`src/rtl/ecpr_pkg.sv`:
```
`timescale 1ns / 1ps
package ecpr_pkg;

	localparam int FRAMES    = 4;
	localparam int PAGE_BITS = 16;
	localparam int FRAME_W   = (FRAMES > 1) ? $clog2(FRAMES) : 1;

	localparam int IDX_W  = 2;
	localparam int PORT_W = 16;

	typedef logic [PAGE_BITS-1:0] page_t;
	typedef logic [FRAME_W-1:0]   frame_t;
	typedef logic [1:0]           pass_t;

	localparam pass_t PASS_FIRST = 2'd0;
	localparam pass_t PASS_LAST  = 2'd3;

	typedef struct packed {
		logic load;
		logic look;
		logic scan;
		logic commit;
	} cmd_t;

	typedef struct packed {
		logic hit;
		logic found;
	} sts_t;

endpackage

```
`src/rtl/ecpr_ctrl.sv`:
```
`timescale 1ns / 1ps
module ecpr_ctrl (
	input  logic            clk,
	input  logic            arst_n,
	input  logic            in_valid,
	output logic            in_ready,
	output logic            out_valid,
	input  logic            out_ready,
	input  ecpr_pkg::sts_t  sts,
	output ecpr_pkg::cmd_t  cmd
);

	typedef enum logic [3:0] {
		ST_IDLE   = 4'b0001,
		ST_LOOK   = 4'b0010,
		ST_SCAN   = 4'b0100,
		ST_COMMIT = 4'b1000
	} state_t;

	state_t state_q, state_d;
	logic   out_valid_q;

	always_comb begin
		state_d = state_q;
		cmd     = '0;
		unique case (state_q)
			ST_IDLE: begin
				if (in_valid) begin
					cmd.load = 1'b1;
					state_d  = ST_LOOK;
				end
			end
			ST_LOOK: begin
				cmd.look = 1'b1;
				state_d  = sts.hit ? ST_COMMIT : ST_SCAN;
			end
			ST_SCAN: begin
				cmd.scan = 1'b1;
				if (sts.found) begin
					state_d = ST_COMMIT;
				end
			end
			ST_COMMIT: begin
				if (!out_valid_q || out_ready) begin
					cmd.commit = 1'b1;
					state_d    = ST_IDLE;
				end
			end
			default: begin
				state_d = ST_IDLE;
			end
		endcase
	end

	always_ff @(posedge clk or negedge arst_n) begin
		if (!arst_n) begin
			state_q     <= ST_IDLE;
			out_valid_q <= 1'b0;
		end else begin
			state_q <= state_d;
			if (cmd.commit) begin
				out_valid_q <= 1'b1;
			end else if (out_ready) begin
				out_valid_q <= 1'b0;
			end
		end
	end

	assign in_ready  = (state_q == ST_IDLE);
	assign out_valid = out_valid_q;

endmodule

```
`src/rtl/ecpr_datapath.sv`:
```
`timescale 1ns / 1ps
module ecpr_datapath (
	input  logic                          clk,
	input  logic                          arst_n,
	input  ecpr_pkg::cmd_t                cmd,
	output ecpr_pkg::sts_t                sts,
	input  logic [15:0]                   page_number,
	input  logic                          is_write,
	output logic                          hit,
	output logic [ecpr_pkg::IDX_W-1:0]    frame_index,
	output logic [ecpr_pkg::PORT_W-1:0]   evicted_page,
	output logic                          evicted_modified
);

	localparam int SUM_W = ecpr_pkg::FRAME_W + 1;

	ecpr_pkg::page_t  page_q;
	logic             wr_q;
	ecpr_pkg::page_t  frame_page_q [ecpr_pkg::FRAMES];
	logic [ecpr_pkg::FRAMES-1:0] ref_q;
	logic [ecpr_pkg::FRAMES-1:0] mod_q;
	ecpr_pkg::frame_t hand_q;
	ecpr_pkg::pass_t  pass_q;
	logic             hit_q;
	ecpr_pkg::frame_t victim_q;

	logic                        res_hit_q;
	logic [ecpr_pkg::IDX_W-1:0]  res_idx_q;
	logic [ecpr_pkg::PORT_W-1:0] res_page_q;
	logic                        res_mod_q;

	logic             hit_any;
	ecpr_pkg::frame_t hit_idx;
	ecpr_pkg::frame_t rot_idx [ecpr_pkg::FRAMES];
	logic [ecpr_pkg::FRAMES-1:0] match_rot;
	logic             found;
	ecpr_pkg::frame_t sel_j;
	logic             found_eff;
	ecpr_pkg::frame_t scan_victim;
	logic [ecpr_pkg::FRAMES-1:0] clr_f;
	logic             want_mod;

	// tag compare, lowest frame wins
	always_comb begin
		hit_any = 1'b0;
		hit_idx = '0;
		for (int i = ecpr_pkg::FRAMES - 1; i >= 0; i--) begin
			if (frame_page_q[i] == page_q) begin
				hit_any = 1'b1;
				hit_idx = ecpr_pkg::FRAME_W'(i);
			end
		end
	end

	// frame order starting at the hand
	always_comb begin
		logic [SUM_W-1:0] sum;
		for (int j = 0; j < ecpr_pkg::FRAMES; j++) begin
			sum = {1'b0, hand_q} + SUM_W'(j);
			if (sum >= SUM_W'(ecpr_pkg::FRAMES)) begin
				sum = sum - SUM_W'(ecpr_pkg::FRAMES);
			end
			rot_idx[j] = sum[ecpr_pkg::FRAME_W-1:0];
		end
	end

	assign want_mod = pass_q[0];

	always_comb begin
		for (int j = 0; j < ecpr_pkg::FRAMES; j++) begin
			match_rot[j] = !ref_q[rot_idx[j]] && (mod_q[rot_idx[j]] == want_mod);
		end
	end

	always_comb begin
		found = 1'b0;
		sel_j = '0;
		for (int j = ecpr_pkg::FRAMES - 1; j >= 0; j--) begin
			if (match_rot[j]) begin
				found = 1'b1;
				sel_j = ecpr_pkg::FRAME_W'(j);
			end
		end
	end

	assign found_eff   = found || (pass_q == ecpr_pkg::PASS_LAST);
	assign scan_victim = found ? rot_idx[sel_j] : hand_q;

	// odd passes clear the reference bits of the frames passed over
	always_comb begin
		clr_f = '0;
		for (int j = 0; j < ecpr_pkg::FRAMES; j++) begin
			if (want_mod && (!found || (ecpr_pkg::FRAME_W'(j) < sel_j))) begin
				clr_f[rot_idx[j]] = 1'b1;
			end
		end
	end

	always_ff @(posedge clk) begin
		if (cmd.load) begin
			page_q <= ecpr_pkg::PAGE_BITS'(page_number);
			wr_q   <= is_write;
		end
		if (cmd.commit) begin
			res_hit_q <= hit_q;
			res_idx_q <= ecpr_pkg::IDX_W'(victim_q);
			if (hit_q) begin
				res_page_q <= '0;
				res_mod_q  <= 1'b0;
			end else begin
				res_page_q <= ecpr_pkg::PORT_W'(frame_page_q[victim_q]);
				res_mod_q  <= mod_q[victim_q];
			end
		end
	end

	always_ff @(posedge clk or negedge arst_n) begin
		if (!arst_n) begin
			for (int i = 0; i < ecpr_pkg::FRAMES; i++) begin
				frame_page_q[i] <= '0;
			end
			ref_q    <= '0;
			mod_q    <= '0;
			hand_q   <= '0;
			pass_q   <= ecpr_pkg::PASS_FIRST;
			hit_q    <= 1'b0;
			victim_q <= '0;
		end else begin
			if (cmd.look) begin
				hit_q    <= hit_any;
				victim_q <= hit_idx;
				pass_q   <= ecpr_pkg::PASS_FIRST;
			end
			if (cmd.scan) begin
				ref_q <= ref_q & ~clr_f;
				if (found_eff) begin
					victim_q <= scan_victim;
				end else begin
					pass_q <= pass_q + 2'd1;
				end
			end
			if (cmd.commit) begin
				ref_q[victim_q] <= 1'b1;
				if (hit_q) begin
					if (wr_q) begin
						mod_q[victim_q] <= 1'b1;
					end
				end else begin
					frame_page_q[victim_q] <= page_q;
					mod_q[victim_q]        <= wr_q;
					if (victim_q == ecpr_pkg::FRAME_W'(ecpr_pkg::FRAMES - 1)) begin
						hand_q <= '0;
					end else begin
						hand_q <= victim_q + 1'b1;
					end
				end
			end
		end
	end

	assign sts.hit   = hit_any;
	assign sts.found = found_eff;

	assign hit              = res_hit_q;
	assign frame_index      = res_idx_q;
	assign evicted_page     = res_page_q;
	assign evicted_modified = res_mod_q;

endmodule

```
`src/rtl/enhanced_clock_page_replacement_top.sv`:
```
`timescale 1ns / 1ps
// Enhanced second-chance clock page replacement over a small set of frames.
// Input channel (in_valid/in_ready): one page access, page_number and is_write.
// Output channel (out_valid/out_ready): hit, frame_index, evicted_page and
// evicted_modified for that access, exactly one result item per input item.
// An accepted item goes through the LOOK state (tag lookup), then on a miss
// the SCAN state for one to four victim search passes, then the COMMIT state,
// which updates the frame table and loads the output register.
// The block takes no new item until the current one has committed; the
// search pass count sets how soon it is free again.
// in_ready is high while the block is idle, also while a result waits in the
// output register. If the receiver stalls, the next item is processed up to
// its commit and holds there until the pending result is taken.
// Reset (arst_n low) empties all frames (page 0, reference and modified bits
// clear), puts the clock hand at frame 0 and drops out_valid.
module enhanced_clock_page_replacement_top (
	input  logic        clk,
	input  logic        arst_n,
	input  logic        in_valid,
	output logic        in_ready,
	input  logic [15:0] page_number,
	input  logic        is_write,
	output logic        out_valid,
	input  logic        out_ready,
	output logic        hit,
	output logic [1:0]  frame_index,
	output logic [15:0] evicted_page,
	output logic        evicted_modified
);

	ecpr_pkg::cmd_t cmd;
	ecpr_pkg::sts_t sts;

	ecpr_ctrl u_ctrl (
		.clk       (clk),
		.arst_n    (arst_n),
		.in_valid  (in_valid),
		.in_ready  (in_ready),
		.out_valid (out_valid),
		.out_ready (out_ready),
		.sts       (sts),
		.cmd       (cmd)
	);

	ecpr_datapath u_dp (
		.clk              (clk),
		.arst_n           (arst_n),
		.cmd              (cmd),
		.sts              (sts),
		.page_number      (page_number),
		.is_write         (is_write),
		.hit              (hit),
		.frame_index      (frame_index),
		.evicted_page     (evicted_page),
		.evicted_modified (evicted_modified)
	);

`ifndef SYNTHESIS
	a_busy_after_accept: assert property (@(posedge clk) disable iff (!arst_n)
		in_valid && in_ready |=> !in_ready)
		else $error("accepted a second item while busy");

	a_hit_no_evict: assert property (@(posedge clk) disable iff (!arst_n)
		out_valid && hit |-> (evicted_page == 16'd0) && !evicted_modified)
		else $error("hit reports an evicted page");

	a_result_from_commit: assert property (@(posedge clk) disable iff (!arst_n)
		$rose(out_valid) |-> $past(!in_ready))
		else $error("result appeared without an item in flight");

	a_one_command: assert property (@(posedge clk) disable iff (!arst_n)
		$onehot0({cmd.load, cmd.look, cmd.scan, cmd.commit}))
		else $error("controller issued overlapping commands");
`endif

endmodule

```
`config.mk`:
```
export PLATFORM = sky130hd
export DESIGN_NAME = enhanced_clock_page_replacement_top
export DESIGN_NICKNAME = d
export VERILOG_FILES = /design/src/rtl/ecpr_pkg.sv /design/src/rtl/ecpr_ctrl.sv /design/src/rtl/ecpr_datapath.sv /design/src/rtl/enhanced_clock_page_replacement_top.sv
export SDC_FILE = /design/constraint.sdc
export NUM_CORES = 1
export LEC_CHECK = 0
export ABC_AREA = 1
export BUFFER_PORTS_ARGS = -buffer_cell sky130_fd_sc_hd__buf_2
export CORE_MARGIN = 2
export CORE_UTILIZATION = 40
export DETAILED_ROUTE_END_ITERATION = 8
export PLACE_DENSITY_LB_ADDON = 0.08
export SETUP_SLACK_MARGIN = 0.3
export SYNTH_ARGS = -nofsm -noshare
export SYNTH_HDL_FRONTEND = slang
export SYNTH_SLANG_ARGS = --single-unit
export TNS_END_PERCENT = 20
```
`constraint.sdc`:
```
create_clock -name clk -period 7.9 [get_ports clk]
set_input_delay 1.58 -clock clk [delete_from_list [all_inputs] [get_ports clk]]
set_output_delay 1.58 -clock clk [all_outputs]
set_load 0.01 [all_outputs]
```
Word-level counts from Yosys, hierarchy flattened:

Index checks and enable logic that the tools add are counted.

* register bits: 121
* input port bits: 21
* output and inout bits: 22
* logic and storage cells: 193

* add/subtract/negate cells: 9
* order comparisons: 21
* equal/unequal tests: 18
* muxes and demuxes: 87
* bitwise logic cells: 10
* reduce and logical (&&, ||, !) cells: 30

Operator list (number)
* 64-bit bitwise mux: 1
* 16-bit == test: 4
* 16-bit two-way mux: 3
* 4-bit two-way mux: 12
* 2-bit two-way mux: 22
* 16-bit binary-select mux with 2-bit select: 1
* 16-bit demux with 2-bit select: 1
* 1-bit two-way mux: 30
* 4-bit OR: 5
* 1-bit binary-select mux with 2-bit select: 9
* 4-bit one-hot mux with 4 select lines: 1
* 3-bit >= comparator (second input constant): 5
* 2-bit by 3-bit < comparator with 1-bit output (second input constant): 5
* 1-bit logical AND: 14
* 1-bit demux with 2-bit select: 5
* 2-bit by 1-bit >= comparator with 1-bit output (second input constant): 5
* 2-bit by 1-bit subtractor with 2-bit output (second input constant): 4
* 2-bit by 2-bit adder with 3-bit output (second input constant): 2
* 1-bit zero test: 6
* 1-bit logical OR: 6
* 2-bit by 1-bit != test with 1-bit output (second input constant): 3
* 2-bit NOT with 3-bit output: 2
* 2-bit by 1-bit adder with 2-bit output (second input constant): 2
* 4-bit AND: 1
* 19 further kinds: 26

Longest topological paths before layout:

* depth after elaboration: 26
* depth in mapped cells: 18
* gate-level depth less buffers: 16

Cells and area by module:

From an unflattened synthesis, not the netlist that was laid out.

* cells, all modules: 796
* area total of the unflattened synthesis: 6556.3 um2

Modules (own cells, without submodules)
* ecpr_datapath: instances 1, cells an instance 753, area each 6258.5 um2
* ecpr_ctrl: instances 1, cells an instance 43, area each 297.8 um2

Worst setup path after synthesis:

OpenSTA, ideal clock, no wires.

* path type: input-to-reg
* start: input out_ready
* end: register u_dp.page_q[0], enable pin
* data arrival time: 3.088 ns
* data required time: 7.487 ns
* slack: 4.399 ns
* stages: 6
* buffers on the path: 0
* cell sequence: nor2_1 inv_1 nor2_1 inv_1 nand2_2 nor3_1

RTL lines
* start, declared: line enhanced_clock_page_replacement_top.sv:24 `input logic out_ready,`
* end signal, assigned: line ecpr_datapath.sv:101 `page_q <= ecpr_pkg::PAGE_BITS'(page_number);`
* end, declared: line ecpr_datapath.sv:17 `ecpr_pkg::page_t page_q;`

==> flow_metrics.tcl <==
set metrics [dict create \
    cp-end-kind "flop" \
    clock_latency_ps 410 \
    cp_slowest_cell "nor2_2" \
    wl_per_cell_um 15.32 \
    place.gp.congestion 0.8082 \
    layout-drive-gt1-share_pct 16.88 \
    cts-resized-gates 0 \
    die_y_um 133.8 \
    yosysUniqueCellTypes 40 \
    clock-sinks 121 \
    hold_path.class "flop to flop" \
    cts_setup_buffers 0 \
    start_util_pct 40.76 \
    worstPathMaxFanout 33 \
    skew_ps 10.54 \
    gr-total-overflow 0 \
    numCtsBuffers 17 \
    path_clk_slew_ps 50 \
    drtIter0Drc 301 \
    via_count 5371 \
    slew_headroom_pct 23.16 \
    syn-num-nets 832 \
    grt_pass1_wl_um 26590 \
    first_pass_iters 5 \
    wl_met2_um 7781 \
    antenna_found_initial 0 \
    wl_um 16260 \
    grt_max_degree 62 \
    cellPowerDensity_nw_per_um2 369.9 \
    synth-seq-cells 121 \
    top_layer_used "met4" \
    fin_nets 858 \
    place_ws_ps 3979 \
    holdWs_ps 509.1 \
    crit_arrival_ps 3650 \
    die_w_um 133.8 \
    hpwl_um 11070 \
    coreArea_sq_um 16520 \
    cts_hold_buf 0 \
    fin_crit_sh_pct 43.12 \
    setup_violations 0 \
    netlist_area_sq_um 6735 \
    slowest_delay_ps 910 \
    wl_met1_um 7733 \
    slew_violations 0 \
    drt.antenna.violating_nets 0 \
    irDropWorstVdd_uv 160.7 \
    worstPathRequired_ps 8140 \
    path_buf_inv 1 \
    drc 0 \
    ys_seq_area_share_pct 47.72 \
    status "finished clean" \
    cts_tree "done" \
    route.met3.wl_um 546 \
    die-area_sq_um 17890 \
    path_class "input port to flop" \
    fin_ws_ps 4494 \
    power_leakage_nw 3.430 \
    via_per_inst 5.062 \
    grt_usage_pct 19.27 \
    diodes 0 \
    io_pins 43 \
    first_global_vias 5172 \
    max_cap_viol_count 0 \
    final.min_clock_period_ps 3406 \
    clock-root-buffer "clkbuf_16" \
    post-route-util_pct 45.94 \
    crit_chain "buf_2, nor2_1, nor2_4, nand2_1, nor2_2, a21boi_0" \
    rows 47 \
    io_buffers 42 \
    max_freq_mhz 293.6 \
    critPathLaunchType "input port" \
    syn_area_per_cell_sq_um 8.398 \
    area_delta_synth_final_pct 12.71 \
    rsz0062_at_grt "no" \
    critPathTopFamily "simple AND/OR/NAND/NOR gates" \
    cts_max_level 4 \
    tns_ps 0 \
    syn_inst 802 \
    finalHoldViolations 0 \
    worstMarginPinSlew_ps 1151 \
    ys_warn_count 0 \
    clockBufferDepth 2 \
]
[kinds of logic (layout without fill, tap and decap cells)]
group | count (synthesis) | count (layout) | share of synthesized area, %
buf+inv | 134 | 173 | 8.694
flops | 121 | 121 | 47.72
compound gates | 160 | 160 | 13.82
fa+ha+maj | 9 | 9 | 1.672
simple gates | 349 | 349 | 24.32
xor+xnor | 29 | 29 | 3.771
[flip-flops by register name (all words and copies together), names as in the netlist]
register,flops
u_dp.pass_q,2
u_dp.frame_page_q,64
u_dp.wr_q,1
u_dp.mod_q,4
u_dp.hit_q,1
u_dp.hand_q,2
u_dp.ref_q,4
u_dp.page_q,16
u_ctrl.out_valid,1
u_dp.victim_q,2
u_dp.frame_index,2
u_ctrl.state_q,4
u_dp.hit,1
u_dp.evicted_page,16
u_dp.evicted_modified,1
[through the flow]
| stage | instance area, sq um | std cells | power [mW] |
|---|---|---|---|
| after floorplan | 6735 | 802 | 1.862 |
| after global placement | 7051 | 1029 | 2.091 |
| after detailed placement | 7051 | 1029 | 2.114 |
| after CTS | 7591 | 1061 | 2.837 |
| after global routing | 7591 | 1061 | 3.031 |
| final | 7591 | 1061 | 2.808 |
[where the power goes]
group	leakage [nW]	switching (mW)	internal [mW]
clock network	0.262	0.265	0.443
logic	1.90	0.688	0.379
registers	1.27	0.194	0.839
total	3.43	1.15	1.66
[cells in the final DEF, fill, tap and decap left out, types with 2 or more instances in the layout]
cell type / instances
nor3_1: 3
buf_2: 41
xor2_1: 3
o211ai_1: 8
nand2_4: 5
a21boi_0: 2
nor2_8: 3
nand3_4: 3
o21ai_1: 14
a21oi_1: 39
clkbuf_1: 3
clkbuf_8: 2
nand4_1: 23
buf_4: 7
nor2_4: 2
edfxtp_1: 37
inv_1: 82
clkinvlp_4: 2
inv_4: 5
nand3_2: 7
clkinv_2: 4
nand2_1: 212
a2bb2oi_1: 2
o21ai_2: 20
xnor2_1: 26
clkbuf_16: 17
nor2_1: 42
inv_2: 6
ha_1: 9
nand3_1: 34
nand2_2: 11
clkinv_1: 3
dfrtp_1: 82
o21ai_0: 71
[synth_stat cells]
master | instances | area [sq um]
nand2_1 | 212 | 795.8
dfrtp_1 | 83 | 2077
inv_1 | 82 | 307.8
o21ai_0 | 71 | 355.3
nor2_1 | 42 | 157.7
a21oi_1 | 39 | 195.2
edfxtp_1 | 37 | 1111
nand3_1 | 34 | 170.2
xnor2_1 | 26 | 227.7
nand4_1 | 23 | 143.9
o21ai_2 | 20 | 175.2
clkbuf_1 | 17 | 63.81
buf_2 | 14 | 70.07
o21ai_1 | 14 | 70.07
nand2_2 | 11 | 68.82
ha_1 | 9 | 112.6
o211ai_1 | 8 | 60.06
nand3_2 | 7 | 70.07
inv_2 | 6 | 22.52
inv_4 | 5 | 31.28
nand2_4 | 5 | 56.30
buf_6 | 4 | 45.04
nor3_1 | 4 | 20.02
buf_4 | 3 | 22.52
nand3_4 | 3 | 52.55
nor2_8 | 3 | 60.06
xor2_1 | 3 | 26.28
a21boi_0 | 2 | 15.01
a2bb2oi_1 | 2 | 17.52
buf_1 | 2 | 7.510
nor2_4 | 2 | 22.52
a31oi_2 | 1 | 12.51
buf_8 | 1 | 15.01
dfstp_2 | 1 | 26.28
nand3b_1 | 1 | 7.510
nor2_2 | 1 | 6.260
nor4_1 | 1 | 6.260
o21a_1 | 1 | 7.510
o21ai_4 | 1 | 16.27
o22ai_1 | 1 | 6.260
[final timing paths]
| check | from | end | slack, ps | depth (start not counted) |
|---|---|---|---|---|
| worst min register to register | u_dp.pass_q[1] | u_dp.pass_q[1] | 510 | 2 |
| worst max-delay path | out_ready | u_dp.mod_q[1] | 4490 | 6 |
| min in group asynchronous | arst_n | u_dp.hand_q[1] | 1110 | 1 |
| worst min-delay path | u_dp.pass_q[1] | u_dp.pass_q[1] | 510 | 2 |
| worst max register to register | u_dp.hand_q[0] | u_dp.page_q[0] | 4950 | 14 |
| max in group asynchronous | arst_n | u_dp.frame_page_q[33] | 5690 | 2 |
[layout make-up]
class                      instances  area, sq um
timing repair buffer              48        257.7
inverter                          93        361.6
multi-input combinational        547         2940
clock buffer                      22        464.2
clock inverter                    10        76.32
fill                            1629         8934
tap                              220        275.3
sequential                       121         3216
[layer usage]
| layer | vias up | global-route usage (%) |
|---|---|---|
| li1 | 2677 | - |
| met3 | 17 | 3.729 |
| met4 | 0 | 5.910 |
| met1 | 2561 | 25.50 |
| met5 | - | 0 |
| met2 | 116 | 32.02 |
[tightest hold or removal path, cell delays in order (launching register included)]
cell and delay [ps]:
dfrtp_1 350, nand3_1 70, nand2_1 50
No activity file was read; power rests on OpenSTA's default activity.
